## src/rtl/cmr_pkg.sv

```systemverilog
// Shared types and constants for the CAN multi-frame reassembler.
package cmr_pkg;

	localparam int BUFFER_BYTES_DEF   = 64;
	localparam int OVERHEAD_BYTES_DEF = 3;
	localparam int LANES              = 8;
	localparam int CNT_W              = 7;
	localparam int AW                 = 8;
	localparam int PAYLOAD_OFFSET     = 2;

	localparam logic OP_FRAME     = 1'b0;
	localparam logic OP_LINK_LOST = 1'b1;

	typedef enum logic [1:0] {
		CFG_PAYLOAD_LENGTH = 2'd0,
		CFG_HEADER_BYTE    = 2'd1,
		CFG_TAIL_BYTE      = 2'd2
	} cfg_index_t;

	typedef struct packed {
		logic        op;
		logic [3:0]  frame_len;
		logic [63:0] frame_data;
	} in_item_t;

	typedef struct packed {
		logic [63:0] chunk_data;
		logic [3:0]  chunk_bytes;
		logic        last_chunk;
	} out_item_t;

	typedef struct packed {
		logic             receiving;
		logic [CNT_W-1:0] fill;
	} rx_status_t;

endpackage

```

## src/rtl/cmr_bank_ram.sv

```systemverilog
// Message store as eight byte-wide banks with one write and one registered read per bank.
module cmr_bank_ram
	import cmr_pkg::*;
#(
	parameter int BUFFER_BYTES = BUFFER_BYTES_DEF
) (
	input  logic          clk,
	input  logic          wr_en,
	input  logic [AW-1:0] wr_base,
	input  logic [3:0]    wr_len,
	input  logic [63:0]   wr_data,
	input  logic          rd_en,
	input  logic [AW-1:0] rd_base,
	output logic [63:0]   rd_data
);

	localparam int ROWS = (BUFFER_BYTES + LANES - 1) / LANES;
	localparam int RW   = $clog2(ROWS);

	for (genvar b = 0; b < LANES; b++) begin : g_bank
		logic [7:0]    mem_q [ROWS];
		logic [7:0]    rd_q;
		logic [2:0]    woff;
		logic [2:0]    roff;
		logic [AW-1:0] waddr;
		logic [AW-1:0] raddr;

		assign woff  = 3'(b) - wr_base[2:0];
		assign roff  = 3'(b) - rd_base[2:0];
		assign waddr = wr_base + AW'(woff);
		assign raddr = rd_base + AW'(roff);

		always_ff @(posedge clk) begin
			if (wr_en && ({1'b0, woff} < wr_len)) begin
				mem_q[waddr[RW+2:3]] <= wr_data[8*woff +: 8];
			end
		end

		always_ff @(posedge clk) begin
			if (rd_en) begin
				rd_q <= mem_q[raddr[RW+2:3]];
			end
		end

		assign rd_data[8*b +: 8] = rd_q;
	end

endmodule

```

## src/rtl/cmr_frame_ctrl.sv

```systemverilog
// Frame intake: start check, append and overrun decision, tail check and store writes.
module cmr_frame_ctrl
	import cmr_pkg::*;
#(
	parameter int OVERHEAD_BYTES = OVERHEAD_BYTES_DEF
) (
	input  logic          clk,
	input  logic          arst_n,
	input  logic          accept,
	input  in_item_t      item,
	input  logic [5:0]    payload_length,
	input  logic [5:0]    pay,
	input  logic [7:0]    header_byte,
	input  logic [7:0]    tail_byte,
	output logic          wr_en,
	output logic [AW-1:0] wr_base,
	output logic [3:0]    wr_len,
	output logic [63:0]   wr_data,
	output logic          emit_start,
	output rx_status_t    status
);

	logic             receiving_q;
	logic [CNT_W-1:0] fill_q;
	logic             receiving_d;
	logic [CNT_W-1:0] fill_d;
	logic [3:0]       len;
	logic [7:0]       b0;
	logic [7:0]       b1;
	logic             active;
	logic [CNT_W-1:0] total;
	logic [CNT_W:0]   sum;
	logic             overrun;
	logic             complete;
	logic [CNT_W-1:0] tail_pos;
	logic [2:0]       tail_idx;
	logic             tail_ok;

	assign len      = (item.frame_len > 4'd8) ? 4'd8 : item.frame_len;
	assign b0       = item.frame_data[7:0];
	assign b1       = item.frame_data[15:8];
	assign active   = receiving_q || (b0 == header_byte && b1 == {2'b00, payload_length});
	assign total    = {1'b0, pay} + CNT_W'(OVERHEAD_BYTES);
	assign sum      = {1'b0, fill_q} + {{(CNT_W-3){1'b0}}, len};
	assign overrun  = sum > {1'b0, total};
	assign complete = sum == {1'b0, total};
	assign tail_pos = total - fill_q - CNT_W'(1);
	assign tail_idx = tail_pos[2:0];
	assign tail_ok  = item.frame_data[8*tail_idx +: 8] == tail_byte;

	assign wr_en      = accept && item.op == OP_FRAME && active && !overrun;
	assign wr_base    = {1'b0, fill_q};
	assign wr_len     = len;
	assign wr_data    = item.frame_data;
	assign emit_start = wr_en && complete && tail_ok && pay != 6'd0;
	assign status     = '{receiving: receiving_q, fill: fill_q};

	always_comb begin
		receiving_d = receiving_q;
		fill_d      = fill_q;
		if (accept) begin
			if (item.op == OP_LINK_LOST) begin
				receiving_d = 1'b0;
				fill_d      = '0;
			end else if (active) begin
				if (overrun || complete) begin
					receiving_d = 1'b0;
					fill_d      = '0;
				end else begin
					receiving_d = 1'b1;
					fill_d      = sum[CNT_W-1:0];
				end
			end
		end
	end

	always_ff @(posedge clk or negedge arst_n) begin
		if (!arst_n) begin
			receiving_q <= 1'b0;
			fill_q      <= '0;
		end else begin
			receiving_q <= receiving_d;
			fill_q      <= fill_d;
		end
	end

endmodule

```

## src/rtl/cmr_chunk_out.sv

```systemverilog
// Payload readout: read sequencer, lane alignment stage and output register.
module cmr_chunk_out
	import cmr_pkg::*;
(
	input  logic          clk,
	input  logic          arst_n,
	input  logic          emit_start,
	input  logic [5:0]    pay,
	output logic          busy,
	output logic          rd_en,
	output logic [AW-1:0] rd_base,
	input  logic [63:0]   rd_data,
	output logic          out_valid,
	input  logic          out_ready,
	output out_item_t     out_data
);

	logic             emit_q;
	logic [CNT_W-1:0] pos_q;
	logic             vld_s1;
	logic [3:0]       n_s1;
	logic             last_s1;
	logic [2:0]       rot_s1;
	logic             out_vld_q;
	out_item_t        out_q;
	logic             adv;
	logic             issue;
	logic [CNT_W-1:0] rem;
	logic [3:0]       n;
	logic             last;
	logic [63:0]      aligned;

	assign adv     = !out_vld_q || out_ready;
	assign issue   = emit_q && (!vld_s1 || adv);
	assign rem     = {1'b0, pay} - pos_q;
	assign last    = rem <= CNT_W'(8);
	assign n       = last ? rem[3:0] : 4'd8;
	assign rd_en   = issue;
	assign rd_base = AW'(pos_q) + AW'(PAYLOAD_OFFSET);
	assign busy    = emit_q;

	always_comb begin
		for (int j = 0; j < LANES; j++) begin
			aligned[8*j +: 8] = (4'(j) < n_s1) ? rd_data[8*(3'(rot_s1 + 3'(j))) +: 8] : 8'h00;
		end
	end

	always_ff @(posedge clk or negedge arst_n) begin
		if (!arst_n) begin
			emit_q    <= 1'b0;
			pos_q     <= '0;
			vld_s1    <= 1'b0;
			out_vld_q <= 1'b0;
		end else begin
			if (emit_start) begin
				emit_q <= 1'b1;
				pos_q  <= '0;
			end else if (issue) begin
				pos_q <= pos_q + CNT_W'(8);
				if (last) begin
					emit_q <= 1'b0;
				end
			end
			if (issue) begin
				vld_s1 <= 1'b1;
			end else if (adv) begin
				vld_s1 <= 1'b0;
			end
			if (adv) begin
				out_vld_q <= vld_s1;
			end
		end
	end

	always_ff @(posedge clk) begin
		if (issue) begin
			n_s1    <= n;
			last_s1 <= last;
			rot_s1  <= rd_base[2:0];
		end
		if (adv && vld_s1) begin
			out_q.chunk_data  <= aligned;
			out_q.chunk_bytes <= n_s1;
			out_q.last_chunk  <= last_s1;
		end
	end

	assign out_valid = out_vld_q;
	assign out_data  = out_q;

endmodule

```

## src/rtl/can_multiframe_reassembler.sv

```systemverilog
// Top level of the CAN multi-frame reassembler with configuration registers.
//
// Channel   Signals                        Moves
// in        in_valid  in_ready  in_data    one CAN frame or link-lost event
// out       out_valid out_ready out_data   one payload chunk of 1 to 8 bytes
// cfg       cfg_valid cfg_ready cfg_index  one register write, data on cfg_data
//
// A frame transaction is taken every cycle while no readout is running.
// A completing frame with a matching tail starts a readout of ceil(payload/8) chunks,
// one chunk read from the banked store per cycle while output is not stalled; in_ready is low
// until the last read is issued. Each chunk passes the bank read and output registers.
// Reset clears reception and readout, resets configuration; the message store is not cleared.
module can_multiframe_reassembler
	import cmr_pkg::*;
#(
	parameter int BUFFER_BYTES   = BUFFER_BYTES_DEF,
	parameter int OVERHEAD_BYTES = OVERHEAD_BYTES_DEF
) (
	input  logic       clk,
	input  logic       arst_n,
	input  logic       in_valid,
	output logic       in_ready,
	input  in_item_t   in_data,
	output logic       out_valid,
	input  logic       out_ready,
	output out_item_t  out_data,
	input  logic       cfg_valid,
	output logic       cfg_ready,
	input  logic [1:0] cfg_index,
	input  logic [7:0] cfg_data
);

	localparam logic [7:0] PAY_CAP = 8'(BUFFER_BYTES - OVERHEAD_BYTES);

	logic [5:0]    payload_length_q;
	logic [7:0]    header_byte_q;
	logic [7:0]    tail_byte_q;
	logic [5:0]    pay;
	logic          accept;
	logic          wr_en;
	logic [AW-1:0] wr_base;
	logic [3:0]    wr_len;
	logic [63:0]   wr_data;
	logic          rd_en;
	logic [AW-1:0] rd_base;
	logic [63:0]   rd_data;
	logic          emit_start;
	logic          busy;
	rx_status_t    status;

	assign cfg_ready = 1'b1;
	assign in_ready  = !busy;
	assign accept    = in_valid && in_ready;
	assign pay       = ({2'b00, payload_length_q} > PAY_CAP) ? PAY_CAP[5:0] : payload_length_q;

	always_ff @(posedge clk or negedge arst_n) begin
		if (!arst_n) begin
			payload_length_q <= 6'd8;
			header_byte_q    <= 8'h00;
			tail_byte_q      <= 8'h00;
		end else if (cfg_valid && cfg_ready) begin
			case (cfg_index)
				CFG_PAYLOAD_LENGTH: payload_length_q <= cfg_data[5:0];
				CFG_HEADER_BYTE:    header_byte_q    <= cfg_data;
				CFG_TAIL_BYTE:      tail_byte_q      <= cfg_data;
				default: begin
				end
			endcase
		end
	end

	cmr_frame_ctrl #(
		.OVERHEAD_BYTES(OVERHEAD_BYTES)
	) u_frame_ctrl (
		.clk           (clk),
		.arst_n        (arst_n),
		.accept        (accept),
		.item          (in_data),
		.payload_length(payload_length_q),
		.pay           (pay),
		.header_byte   (header_byte_q),
		.tail_byte     (tail_byte_q),
		.wr_en         (wr_en),
		.wr_base       (wr_base),
		.wr_len        (wr_len),
		.wr_data       (wr_data),
		.emit_start    (emit_start),
		.status        (status)
	);

	cmr_bank_ram #(
		.BUFFER_BYTES(BUFFER_BYTES)
	) u_bank_ram (
		.clk    (clk),
		.wr_en  (wr_en),
		.wr_base(wr_base),
		.wr_len (wr_len),
		.wr_data(wr_data),
		.rd_en  (rd_en),
		.rd_base(rd_base),
		.rd_data(rd_data)
	);

	cmr_chunk_out u_chunk_out (
		.clk       (clk),
		.arst_n    (arst_n),
		.emit_start(emit_start),
		.pay       (pay),
		.busy      (busy),
		.rd_en     (rd_en),
		.rd_base   (rd_base),
		.rd_data   (rd_data),
		.out_valid (out_valid),
		.out_ready (out_ready),
		.out_data  (out_data)
	);

	a_start_on_accept: assert property (@(posedge clk) disable iff (!arst_n)
		emit_start |-> accept && !busy)
		else $error("Readout started without an accepted frame transaction.");

	a_chunk_size: assert property (@(posedge clk) disable iff (!arst_n)
		out_valid |-> out_data.chunk_bytes != 4'd0 && out_data.chunk_bytes <= 4'd8)
		else $error("Chunk byte count out of range.");

	a_idle_empty: assert property (@(posedge clk) disable iff (!arst_n)
		!status.receiving |-> status.fill == '0)
		else $error("Fill count is nonzero while reception is idle.");

	a_no_write_in_readout: assert property (@(posedge clk) disable iff (!arst_n)
		busy |-> !wr_en)
		else $error("Store written while a payload readout is running.");

endmodule
```

## config.mk

```make
export PLATFORM = sky130hd
export DESIGN_NAME = can_multiframe_reassembler
export DESIGN_NICKNAME = d
export VERILOG_FILES = /design/src/rtl/cmr_pkg.sv /design/src/rtl/cmr_bank_ram.sv /design/src/rtl/cmr_frame_ctrl.sv /design/src/rtl/cmr_chunk_out.sv /design/src/rtl/can_multiframe_reassembler.sv
export SDC_FILE = /design/constraint.sdc
export NUM_CORES = 1
export LEC_CHECK = 0
export ABC_CLOCK_PERIOD_IN_PS = 10800
export BUFFER_PORTS_ARGS = -buffer_cell sky130_fd_sc_hd__buf_4
export CAP_MARGIN = 30
export CORE_MARGIN = 5
export CORE_UTILIZATION = 35
export DETAILED_ROUTE_END_ITERATION = 7
export MAX_ROUTING_LAYER = met4
export PLACE_DENSITY_LB_ADDON = 0.15
export SLEW_MARGIN = 25
export SYNTH_ARGS = -nofsm -noshare
export SYNTH_HDL_FRONTEND = slang
export SYNTH_SLANG_ARGS = --single-unit
```

## constraint.sdc

```tcl
create_clock -name clk -period 10.8 [get_ports clk]
set_clock_uncertainty 0.15 [all_clocks]
set_input_delay 2.16 -clock clk [delete_from_list [all_inputs] [get_ports clk]]
set_output_delay 2.16 -clock clk [all_outputs]
set_load 0.005 [all_outputs]
```

==> key figures, run 1 <==
Synth
  • Post-synth cell types: 66
  • Top FF cell, synth: edfxtp_1
  • Post-Synthesis Cells: 1850
  • Syn Area/Cell: 16.5 sq um
  • Cell Area, Synth: 30600 sq um
  • Ranking of synthesized cells by area: edfxtp_1, mux4_2, nand2_1, dfrtp_1, ha_1
  • Commonest cells post-synth: edfxtp_1, nand2_1, mux4_2
  • Synth async-reset ratio: 0.0539
  • Top cell type's share of synthesized area: 0.638
  • Register bit total from synthesis: 687
  • Post-synth EDFFs: 650
  • Post-synthesis sequential area ratio: 0.668
  • Leading area contributor after synthesis: edfxtp_1
  • Syn. warnings: 0
  • Top-count cell post-synth: edfxtp_1

CTS
  • Clock-pin slew on the worst setup and hold paths: 0.06 ns
  • Post-CTS resize count: 0
  • CTS Buffer Depth: 3
  • Hold buffer count at CTS: 0
  • Clock Sinks: 687
  • Clock H-tree levels: 3
  • CTS buffer count: 76
  • Worst skew pair latency: 0.62 ns
  • CTS tree: yes
  • CTS Root Cell: clkbuf_16
  • Post-CTS setup buffer count: 0

Worst setup path
  • RR Endpoint: u_bank_ram.g_bank[7].mem_q[4][3]$_DFFE_PP_
  • Crit path launch: in_data[67]
  • Register-to-Register Path Depth: 13
  • Critical path arrival: 6.58 ns
  • Worst r2r src: u_frame_ctrl.fill_q[0]$_DFFE_PN0P_
  • Worst setup EP type: flop
  • CP max FO: 13
  • Worst setup SP type: primary input
  • Most common cell on crit path: a21o_1
  • Type of the worst setup path: primary input to flop
  • CP Data Required Time: 10.95 ns
  • Critical-path cell list: buf_4 -> nand2b_1 -> inv_1 -> fa_1 -> a21o_1 -> a21oi_1 -> nor2_1 -> xor2_1 -> ha_1 -> nand3_1 -> or2_2 -> a21o_1 -> or3_1 -> nor3_1 -> buf_2
  • CP Capture Point: u_bank_ram.g_bank[7].mem_q[4][3]$_DFFE_PP_
  • R2R setup slack: 5.42 ns
  • Worst path slowest cell: or3_1
  • Slowest stage delay, CP: 0.59 ns

Status
  • Status: finished clean

STA
  • Worst-Margin Slew: 0.983 ns
  • Final setup violation count: 0
  • Fin worst setup slack: 4.36 ns
  • Tmin final: 6.44 ns
  • Relative slew slack: 0.345
  • Sum Neg Setup Slack: 0 ns
  • RSZ-0062 raised after global routing: false
  • Final slew viol count: 0
  • Final Hold Viols: 0
  • Crit share post-route: 0.596
  • Max Fclk: 155 MHz

Placement
  • Port buffer count: 154
  • Routability Congestion: 0.842
  • HPWL Detailed: 57700 um
  • Placed cell area: 33100 sq um
  • Pre-CTS WS: 3.62 ns

Route
  • Initial DRC count: 1308
  • Drt drc: 0
  • ANT nets after route: 0
  • Post-Route WL: 80200 um
  • Routed wire per std cell: 24.8 um
  • Drt first pass iters: 5
  • Vias: 16700
  • DR vias/cell: 5.17

Pwr
  • Total power: 5.88 mW
  • Reg power frac: 0.501
  • Internal power: 4.56 mW
  • Switching Share: 0.224
  • Peak supply drop: 0.0000987 V
  • Leakage power: 12.2 nW
  • Clock power frac: 0.430
  • Cell Pwr Density: 166 nW/um^2
  • Sw power: 1.32 mW
  • Combinational Power Share: 0.069

GRT
  • Largest net degree at the start of global routing: 52
  • GR Overflow Total: 0
  • GR met2 Demand/Resource: 0.271
  • First-pass GRT wire length: 118000 um
  • Gr usage total: 0.175
  • Grt met3 use: 0.0260
  • Vias in the first global route: 17200
  • Met1 usage: 0.245
  • Global route hottest layer: met2
  • Initial antenna violation count: 0

Floorplanning
  • Core area: 86800 sq um
  • Cell row count: 108
  • # IOs: 156
  • Initial Util: 0.353
  • Die Ht: 306 um
  • Die area: 93500 sq um
  • Die width: 306 um

Finish
  • Fin area: 35500 sq um
  • Layout net count: 2148
  • Share of layout cells above drive strength 1: 0.272
  • Post-layout util: 0.410
  • Area Growth Syn to Fin: 16.1%
  • # diodes: 0

Job
  • Number of max-cap violations: 0

Min path
  • Hold Crit Class: flop to flop
  • HP Start: u_chunk_out.last_s1$_DFFE_PP_
-- cells by family (layout without fill, tap and decap cells) --
| kind of cell | after synthesis | in the layout | share of synthesized area |
|---|---|---|---|
| buf+inv | 116 | 338 | 0.0155 |
| simple gates | 589 | 589 | 0.0896 |
| mux | 263 | 263 | 0.170 |
| xor+xnor | 64 | 64 | 0.0188 |
| flops | 687 | 687 | 0.668 |
| compound gates | 80 | 80 | 0.0172 |
| fa+ha+maj | 50 | 50 | 0.0212 |
| other cells | 1 | 2 | 0.000122 |
-- area by class of cell --
| class | instances | area [sq um] |
|---|---|---|
| Clock inverter | 48 | 445 |
| Clock buffer | 89 | 1990 |
| Timing Repair Buffer | 178 | 1350 |
| Fill cell | 7826 | 51200 |
| Sequential cell | 687 | 20500 |
| Inverter | 23 | 86.3 |
| Multi-Input combinational cell | 1048 | 9760 |
| Tap cell | 1155 | 1450 |
-- worst max-delay path, delay by kind of cell --
family	cells	cell delay, ns
XOR/XNOR	1	0.17
adder cells (fa/ha/maj)	2	0.79
AO/OA/AOI/OAI	3	0.96
buffers and inverters	3	0.59
AND/OR/NAND/NOR	6	1.89
-- how the worst min path moves through the flow --
stage | endpoint | slack, ns | cells past startpoint
after floorplan | u_chunk_out.out_data[0]$_DFFE_PP_ | 0.25 | 0
after global placement | u_chunk_out.out_data[0]$_DFFE_PP_ | 0.26 | 0
after detailed placement | u_chunk_out.out_data[0]$_DFFE_PP_ | 0.27 | 0
after CTS | u_chunk_out.out_data[0]$_DFFE_PP_ | 0.30 | 0
after global routing | u_chunk_out.out_data[0]$_DFFE_PP_ | 0.30 | 0
final | u_chunk_out.out_data[0]$_DFFE_PP_ | 0.29 | 0
-- flip-flops by register name, indices dropped and copies added (netlist names) --
register	count
u_bank_ram.g_bank.mem_q	512
u_chunk_out.out_data	69
u_bank_ram.g_bank.rd_q	64
header_byte_q	8
tail_byte_q	8
u_frame_ctrl.fill_q	7
payload_length_q	6
u_chunk_out.n_s1	4
u_chunk_out.pos_q	4
u_chunk_out.busy	1
u_chunk_out.last_s1	1
u_chunk_out.out_valid	1
u_chunk_out.vld_s1	1
u_frame_ctrl.receiving_q	1
-- per-stage QoR --
step / std cells / hold slack, ns
after floorplan: 1851 / 0.250
final: 3228 / 0.288
after CTS: 3225 / 0.298
after detailed placement: 3088 / 0.274
after global routing: 3228 / 0.300
after global placement: 3086 / 0.259
-- metal layers --
metal,up-vias,part of all wire
met3,109,0.057
met1,8621,0.45
met2,528,0.47
li1,7444,-
met4,0,0.024
met5,-,0
-- power by group through the flow --
stage	logic, mW	registers, mW	clock network (mW)
finish	0.408	2.95	2.53
floorplan	0.277	2.99	0
CTS	0.408	2.95	2.59
global placement	0.406	3.00	0
detailed placement	0.407	3.00	0
global route	0.438	2.95	2.71
-- placed cells by master, fill, tap and decap left out, types with 23 or more instances in the layout --
cell type	Yosys	layout
nor2_1	67	66
nand2_1	343	343
ha_1	47	47
buf_4	1	173
mux2_2	46	46
a21oi_1	23	23
mux4_2	195	195
xnor2_1	35	35
clkbuf_16	0	78
xor2_1	28	28
dfrtp_1	36	31
edfxtp_1	650	650
nor2b_1	60	60
Power figures use the tool's default switching activity.
==> run 2, diff against run 1 <==
--- a/config.mk
+++ b/config.mk
@@ -5,7 +5,7 @@
 export SDC_FILE = /design/constraint.sdc
 export NUM_CORES = 1
 export LEC_CHECK = 0
-export ABC_CLOCK_PERIOD_IN_PS = 10800
+export ABC_CLOCK_PERIOD_IN_PS = 6400
 export BUFFER_PORTS_ARGS = -buffer_cell sky130_fd_sc_hd__buf_4
 export CAP_MARGIN = 30
 export CORE_MARGIN = 5
==> constraint.sdc (replaced) <==
create_clock -name clk -period 6.4 [get_ports clk]
set_clock_uncertainty 0.15 [all_clocks]
set_input_delay 1.28 -clock clk [delete_from_list [all_inputs] [get_ports clk]]
set_output_delay 1.28 -clock clk [all_outputs]
set_load 0.005 [all_outputs]
==> run 2 against run 1 <==
Effect of this change: combinational power rose by 70%; via count rose by 1.0%; highest routed layer unchanged; total power rose by 68%; register-to-register slack got worse by 4.0 ns; setup slack got worse by 3.2 ns; final cell count rose by 0.81%; routed wire length rose by 2.6%; clock power rose by 66%.
==> key figures, run 2 (synthesized netlist as in run 1, its figures left out) <==
Status
  • Status: finished clean

Finish
  • Area Growth Syn to Fin: 16.7%
  • Most frequent cells in the layout: edfxtp_1, nand2_1, buf_4
  • Post-layout util: 0.412 (+0.00196)
  • Commonest non-fill, non-tap cell in the layout: edfxtp_1
  • # diodes: 0 (unchanged)
  • Layout net count: 2174 (+1.2%)
  • Max reg flops: 512 (unchanged)
  • Share of layout cells above drive strength 1: 0.278 (+0.00616)

Floorplanning
  • Die Ht: 306 um (unchanged)
  • Cell row count: 108 (unchanged)
  • Die width: 306 um (unchanged)
  • Core area: 86800 sq um (unchanged)
  • # IOs: 156 (unchanged)
  • Die area: 93500 sq um (unchanged)
  • Initial Util: 0.353 (unchanged)

Route
  • DR vias/cell: 5.18 (+0.20%)
  • Vias: 16900 (+1.0%)
  • Drt drc: 0 (unchanged)
  • Initial DRC count: 1588 (+21%)
  • Drt first pass iters: 6 (+1)
  • Routed wire per std cell: 25.3 um (+1.8%)
  • Post-Route WL: 82200 um (+2.6%)
  • ANT nets after route: 0 (unchanged)

Pwr
  • Cell Pwr Density: 277 nW/um^2 (+67%)
  • Combinational Power Share: 0.070 (about the same)
  • Total power: 9.88 mW (+68%)
  • Reg power frac: 0.503 (+0.002)
  • Peak supply drop: 0.000230 V (+130%)
  • Sw power: 2.25 mW (+71%)
  • Leakage power: 12.3 nW (+0.93%)
  • Switching Share: 0.228 (+0.00375)
  • Clock power frac: 0.427 (-0.003)
  • Internal power: 7.62 mW (+67%)

Min path
  • Hold Path Depth: 0 (unchanged)
  • Hold Crit Class: flop to flop
  • Hold Path End: u_chunk_out.out_data[0]$_DFFE_PP_
  • HP Start: u_chunk_out.last_s1$_DFFE_PP_

Worst setup path
  • Register-to-Register Path Depth: 10 (-3)
  • Critical path arrival: 5.33 ns (-1.25 ns)
  • CP max FO: 12 (-1)
  • R2R setup slack: 1.40 ns (-4.02 ns)
  • RR Endpoint: u_bank_ram.g_bank[5].mem_q[7][2]$_DFFE_PP_
  • CP Data Required Time: 6.49 ns (-4.46 ns)
  • Worst r2r src: u_frame_ctrl.fill_q[2]$_DFFE_PN0P_
  • Worst setup EP type: flop
  • Worst setup SP type: primary input
  • Type of the worst setup path: primary input to flop

STA
  • Tmin final: 5.23 ns
  • Crit share post-route: 0.817
  • RSZ-0062 raised after global routing: false
  • Worst-Margin Slew: 0.907 ns (-0.0752 ns)
  • Sum Neg Setup Slack: 0 ns (unchanged)
  • Final Hold Viols: 0 (unchanged)
  • Max Fclk: 191 MHz
  • Final setup violation count: 0 (unchanged)
  • Final slew viol count: 0 (unchanged)
  • Fin worst setup slack: 1.17 ns (-3.20 ns)
  • Relative slew slack: 0.393 (+0.0481)

GRT
  • Vias in the first global route: 17500 (+2.1%)
  • GR Overflow Total: 0 (unchanged)
  • First-pass GRT wire length: 121000 um (+2.4%)
  • Gr usage total: 0.179 (+0.00384)
  • Largest net degree at the start of global routing: 58 (+12%)
  • Initial antenna violation count: 0 (unchanged)

CTS
  • Worst skew pair latency: 0.62 ns (about the same)
  • Post-CTS resize count: 0 (unchanged)
  • CTS Root Cell: clkbuf_16
  • Hold buffer count at CTS: 0 (unchanged)
  • Clock H-tree levels: 3 (unchanged)
  • CTS Buffer Depth: 3 (unchanged)
  • Clock-pin slew on the worst setup and hold paths: 0.06 ns (about the same)
  • Clock Sinks: 687 (unchanged)
  • CTS buffer count: 77 (+1.3%)
  • Post-CTS setup buffer count: 0 (unchanged)
  • CTS tree: yes

Placement
  • Routability Congestion: 0.858 (+1.9%)
  • Pre-CTS WS: 0.606 ns (-3.01 ns)
  • Port buffer count: 154 (unchanged)
  • HPWL Detailed: 59200 um (+2.7%)

Job
  • Number of max-cap violations: 0 (unchanged)
-- run 2: stage by stage --
step / std cells / hold slack (ns) / area (sq um)
2_1_floorplan: 1851 / 0.250 / 30600
3_3_place_gp: 3110 / 0.281 / 33200
3_5_place_dp: 3114 / 0.257 / 33300
4_1_cts: 3252 / 0.290 / 35700
5_1_grt: 3254 / 0.301 / 35700
6_report: 3254 / 0.288 / 35700
-- run 2: final cells by class --
class | instances | area, sq um
tap | 1155 | 1450
multi-input combinational | 1048 | 9720
inverter | 23 | 86.3
fill | 7903 | 51000
clock buffer | 87 | 1990
timing repair buffer | 203 | 1610
sequential | 687 | 20500
clock inverter | 51 | 414
-- run 2: worst max-delay path: stages --
cell      delay (ns)
buf_4           0.17
nand2b_1        0.25
inv_1           0.12
fa_1            0.48
a21o_1          0.19
a21oi_1         0.23
nor2_1          0.10
xor2_1          0.18
ha_1            0.32
nand3_1         0.09
or2_2           0.34
a21o_1          0.26
buf_4           0.24
or3b_1          0.46
nor2_1          0.61
-- run 2: how the worst max path moves through the flow --
stage | startpoint | end | slack, ns
2_1_floorplan | in_data[67] | u_bank_ram.g_bank[0].mem_q[5][0]$_DFFE_PP_ | 0.98
3_3_place_gp | in_data[67] | u_bank_ram.g_bank[3].mem_q[0][0]$_DFFE_PP_ | 0.73
3_5_place_dp | in_data[67] | u_bank_ram.g_bank[7].mem_q[3][7]$_DFFE_PP_ | 0.61
4_1_cts | in_data[67] | u_bank_ram.g_bank[7].mem_q[3][6]$_DFFE_PP_ | 1.26
5_1_grt | in_data[67] | u_bank_ram.g_bank[7].mem_q[3][6]$_DFFE_PP_ | 0.95
6_report | in_data[67] | u_bank_ram.g_bank[7].mem_q[3][6]$_DFFE_PP_ | 1.17
-- run 2: layer usage --
layer | vias up | share of wire | global-route usage
met5 | - | 0 | -
met4 | 0 | 0.018 | 0.0362
met3 | 92 | 0.058 | 0.0315
met2 | 558 | 0.48 | 0.283
met1 | 8733 | 0.44 | 0.247
li1 | 7488 | - | -
-- run 2: power by group through the flow --
stage / clock network, mW / logic [mW] / registers, mW
2_1_floorplan: 0 / 0.467 / 5.04
3_3_place_gp: 0 / 0.690 / 5.06
3_5_place_dp: 0 / 0.694 / 5.06
4_1_cts: 4.31 / 0.697 / 4.97
5_1_grt: 4.51 / 0.743 / 4.97
6_report: 4.21 / 0.693 / 4.97
==> run 3, diff against run 2 <==
--- a/config.mk
+++ b/config.mk
@@ -5,7 +5,7 @@
 export SDC_FILE = /design/constraint.sdc
 export NUM_CORES = 1
 export LEC_CHECK = 0
-export ABC_CLOCK_PERIOD_IN_PS = 6400
+export ABC_CLOCK_PERIOD_IN_PS = 4200
 export BUFFER_PORTS_ARGS = -buffer_cell sky130_fd_sc_hd__buf_4
 export CAP_MARGIN = 30
 export CORE_MARGIN = 5
==> constraint.sdc (replaced) <==
create_clock -name clk -period 4.2 [get_ports clk]
set_clock_uncertainty 0.15 [all_clocks]
set_input_delay 0.84 -clock clk [delete_from_list [all_inputs] [get_ports clk]]
set_output_delay 0.84 -clock clk [all_outputs]
set_load 0.005 [all_outputs]
==> run 3 against run 2 <==
Effect of this change: combinational power increased by 67%; worst hold slack got worse by 0.23 ns; final area increased by 3.5%; global-route usage increased by 0.23 points.
==> key figures, run 3 (synthesized netlist as in run 1, its figures left out) <==
Worst setup path
  • Worst setup EP type: flop
  • Slowest stage delay, CP: 0.52 ns (-0.09 ns)
  • CP max FO: 13 (+1)
  • Critical-path cell list: and4_1 -> a21oi_1 -> ha_1 -> fa_1 -> xnor2_1 -> xnor3_2 -> mux4_1 -> xor2_1 -> nor3_1 -> a31oi_1 -> buf_4 -> nor4_2 -> buf_4 -> nor2_1
  • CP delay by family, top: adder cells
  • Worst setup SP type: flop
  • Type of the worst setup path: flop to flop
  • Worst path slowest cell: dfstp_2
  • CP Buf/Inv Count: 2 (-1)
  • Critical path arrival: 4.37 ns (-0.96 ns)
  • CP Data Required Time: 4.54 ns (-1.95 ns)
  • Most common cell on crit path: buf_4

Job
  • Number of max-cap violations: 0 (unchanged)

Finish
  • Layout net count: 2247 (+3.4%)
  • # diodes: 0 (unchanged)
  • Most frequent cells in the layout: edfxtp_1, nand2_1, buf_4
  • Area Growth Syn to Fin: 20.8%
  • Number of fill cells: 7735 (-2.1%)
  • Share of layout cells above drive strength 1: 0.325 (+0.0471)
  • Commonest non-fill, non-tap cell in the layout: edfxtp_1
  • Max reg flops: 512 (unchanged)

CTS
  • Clock Sinks: 687 (unchanged)
  • Post-CTS setup buffer count: 0 (unchanged)
  • CTS buffer count: 75 (-2.6%)
  • Worst skew pair latency: 0.62 ns (about the same)
  • Clock-pin slew on the worst setup and hold paths: 0.07 ns (about the same)
  • CTS tree: yes
  • Post-CTS resize count: 1 (+1)
  • CTS Buffer Depth: 3 (unchanged)
  • Clock H-tree levels: 3 (unchanged)
  • Hold buffer count at CTS: 0 (unchanged)
  • CTS Root Cell: clkbuf_16

STA
  • Sum Neg Setup Slack: 0 ns (unchanged)
  • Max Fclk: 248 MHz
  • Crit share post-route: 0.959
  • Min Hold Slack: 0.0568 ns (-0.231 ns)
  • Relative slew slack: 0.371 (-0.0224)
  • Final slew viol count: 0 (unchanged)
  • Tmin final: 4.03 ns
  • Final Hold Viols: 0 (unchanged)
  • Final setup violation count: 0 (unchanged)
  • RSZ-0062 raised after global routing: false
  • Worst-Margin Slew: 0.944 ns (+0.0367 ns)

Route
  • Drt drc: 0 (unchanged)
  • Post-Route WL: 82900 um (+0.82%)
  • Initial DRC count: 1366 (-14%)
  • DR vias/cell: 5.15 (-0.61%)
  • ANT nets after route: 0 (unchanged)
  • Drt first pass iters: 5 (-1)
  • Routed wire per std cell: 24.9 um (-1.4%)
  • Vias: 17200 (+1.7%)

Floorplanning
  • Die Ht: 306 um (unchanged)
  • Cell row count: 108 (unchanged)
  • Die area: 93500 sq um (unchanged)
  • # IOs: 156 (unchanged)
  • Initial Util: 0.353 (unchanged)
  • Die width: 306 um (unchanged)
  • Core area: 86800 sq um (unchanged)

Pwr
  • Cell Pwr Density: 417 nW/um^2 (+51%)
  • Peak supply drop: 0.000291 V (+27%)
  • Total power: 15.4 mW (+56%)
  • Leakage power: 12.8 nW (+4.5%)

Placement
  • HPWL Detailed: 59400 um (+0.29%)
  • Port buffer count: 154 (unchanged)
  • Routability Congestion: 0.895 (+4.4%)

GRT
  • GR Overflow Total: 0 (unchanged)
  • Gr usage total: 0.181 (+0.00228)
  • Initial antenna violation count: 0 (unchanged)
  • Largest net degree at the start of global routing: 70 (+21%)
  • Vias in the first global route: 17700 (+0.94%)
  • First-pass GRT wire length: 122000 um (+1.6%)

Min path
  • Hold Crit Class: primary input to async pin

Status
  • Status: finished clean
==> run 3: stage by stage <==
| step | area [sq um] | cells | worst slack [ns] | util |
|---|---|---|---|---|
| after floorplan | 31000 | 1851 | 0.0116 | - |
| after global placement | 34400 | 3189 | -0.531 | 0.397 |
| after detailed placement | 34400 | 3190 | -0.585 | 0.397 |
| after CTS | 37000 | 3327 | 0.0906 | 0.426 |
| after global routing | 37000 | 3328 | 0.0286 | 0.426 |
| final | 37000 | 3328 | 0.172 | 0.426 |
==> run 3: layout make-up <==
cell class	count	area, sq um	share of cell area
inverters	23	86.3	0.00233
well taps	1155	1450	0.0391
clock inverters	38	435	0.0118
multi-input cells	1048	10100	0.272
clock buffers	99	2070	0.0561
flip-flops and latches	687	20500	0.553
repair buffers	278	2400	0.0650
==> run 3: routing by layer <==
| layer | vias up | wire [um] | track usage | share of wire |
|---|---|---|---|---|
| met4 | 0 | 1390 | 0.0421 | 0.017 |
| li1 | 7637 | - | - | - |
| met1 | 8876 | 38800 | 0.263 | 0.47 |
| met2 | 551 | 38400 | 0.274 | 0.46 |
| met5 | - | 0 | - | 0 |
| met3 | 86 | 4300 | 0.0261 | 0.052 |
==> run 3: final timing paths <==
| check | depth (start not counted) | slack, ns | start | end |
|---|---|---|---|---|
| max in group asynchronous | 1 | 3.42 | arst_n | u_frame_ctrl.fill_q[0]$_DFFE_PN0P_ |
| hold reg to reg | 0 | 0.32 | u_chunk_out.last_s1$_DFFE_PP_ | u_chunk_out.out_data[0]$_DFFE_PP_ |
| setup / recovery | 14 | 0.17 | payload_length_q[3]$_DFFE_PN1P_ | u_chunk_out.pos_q[4]$_DFFE_PN0P_ |
| min in group clk | 2 | 0.31 | cfg_data[6] | header_byte_q[6]$_DFFE_PN0P_ |
| hold / removal | 1 | 0.06 | arst_n | tail_byte_q[0]$_DFFE_PN0P_ |
| setup reg to reg | 14 | 0.17 | payload_length_q[3]$_DFFE_PN1P_ | u_chunk_out.pos_q[4]$_DFFE_PN0P_ |
==> run 3: power breakdown <==
| part | leakage, nW | switching, mW | internal, mW |
|---|---|---|---|
| logic | 5.31 | 0.648 | 0.513 |
| clock network | 1.21 | 2.72 | 3.99 |
| registers | 6.30 | 0.0383 | 7.51 |
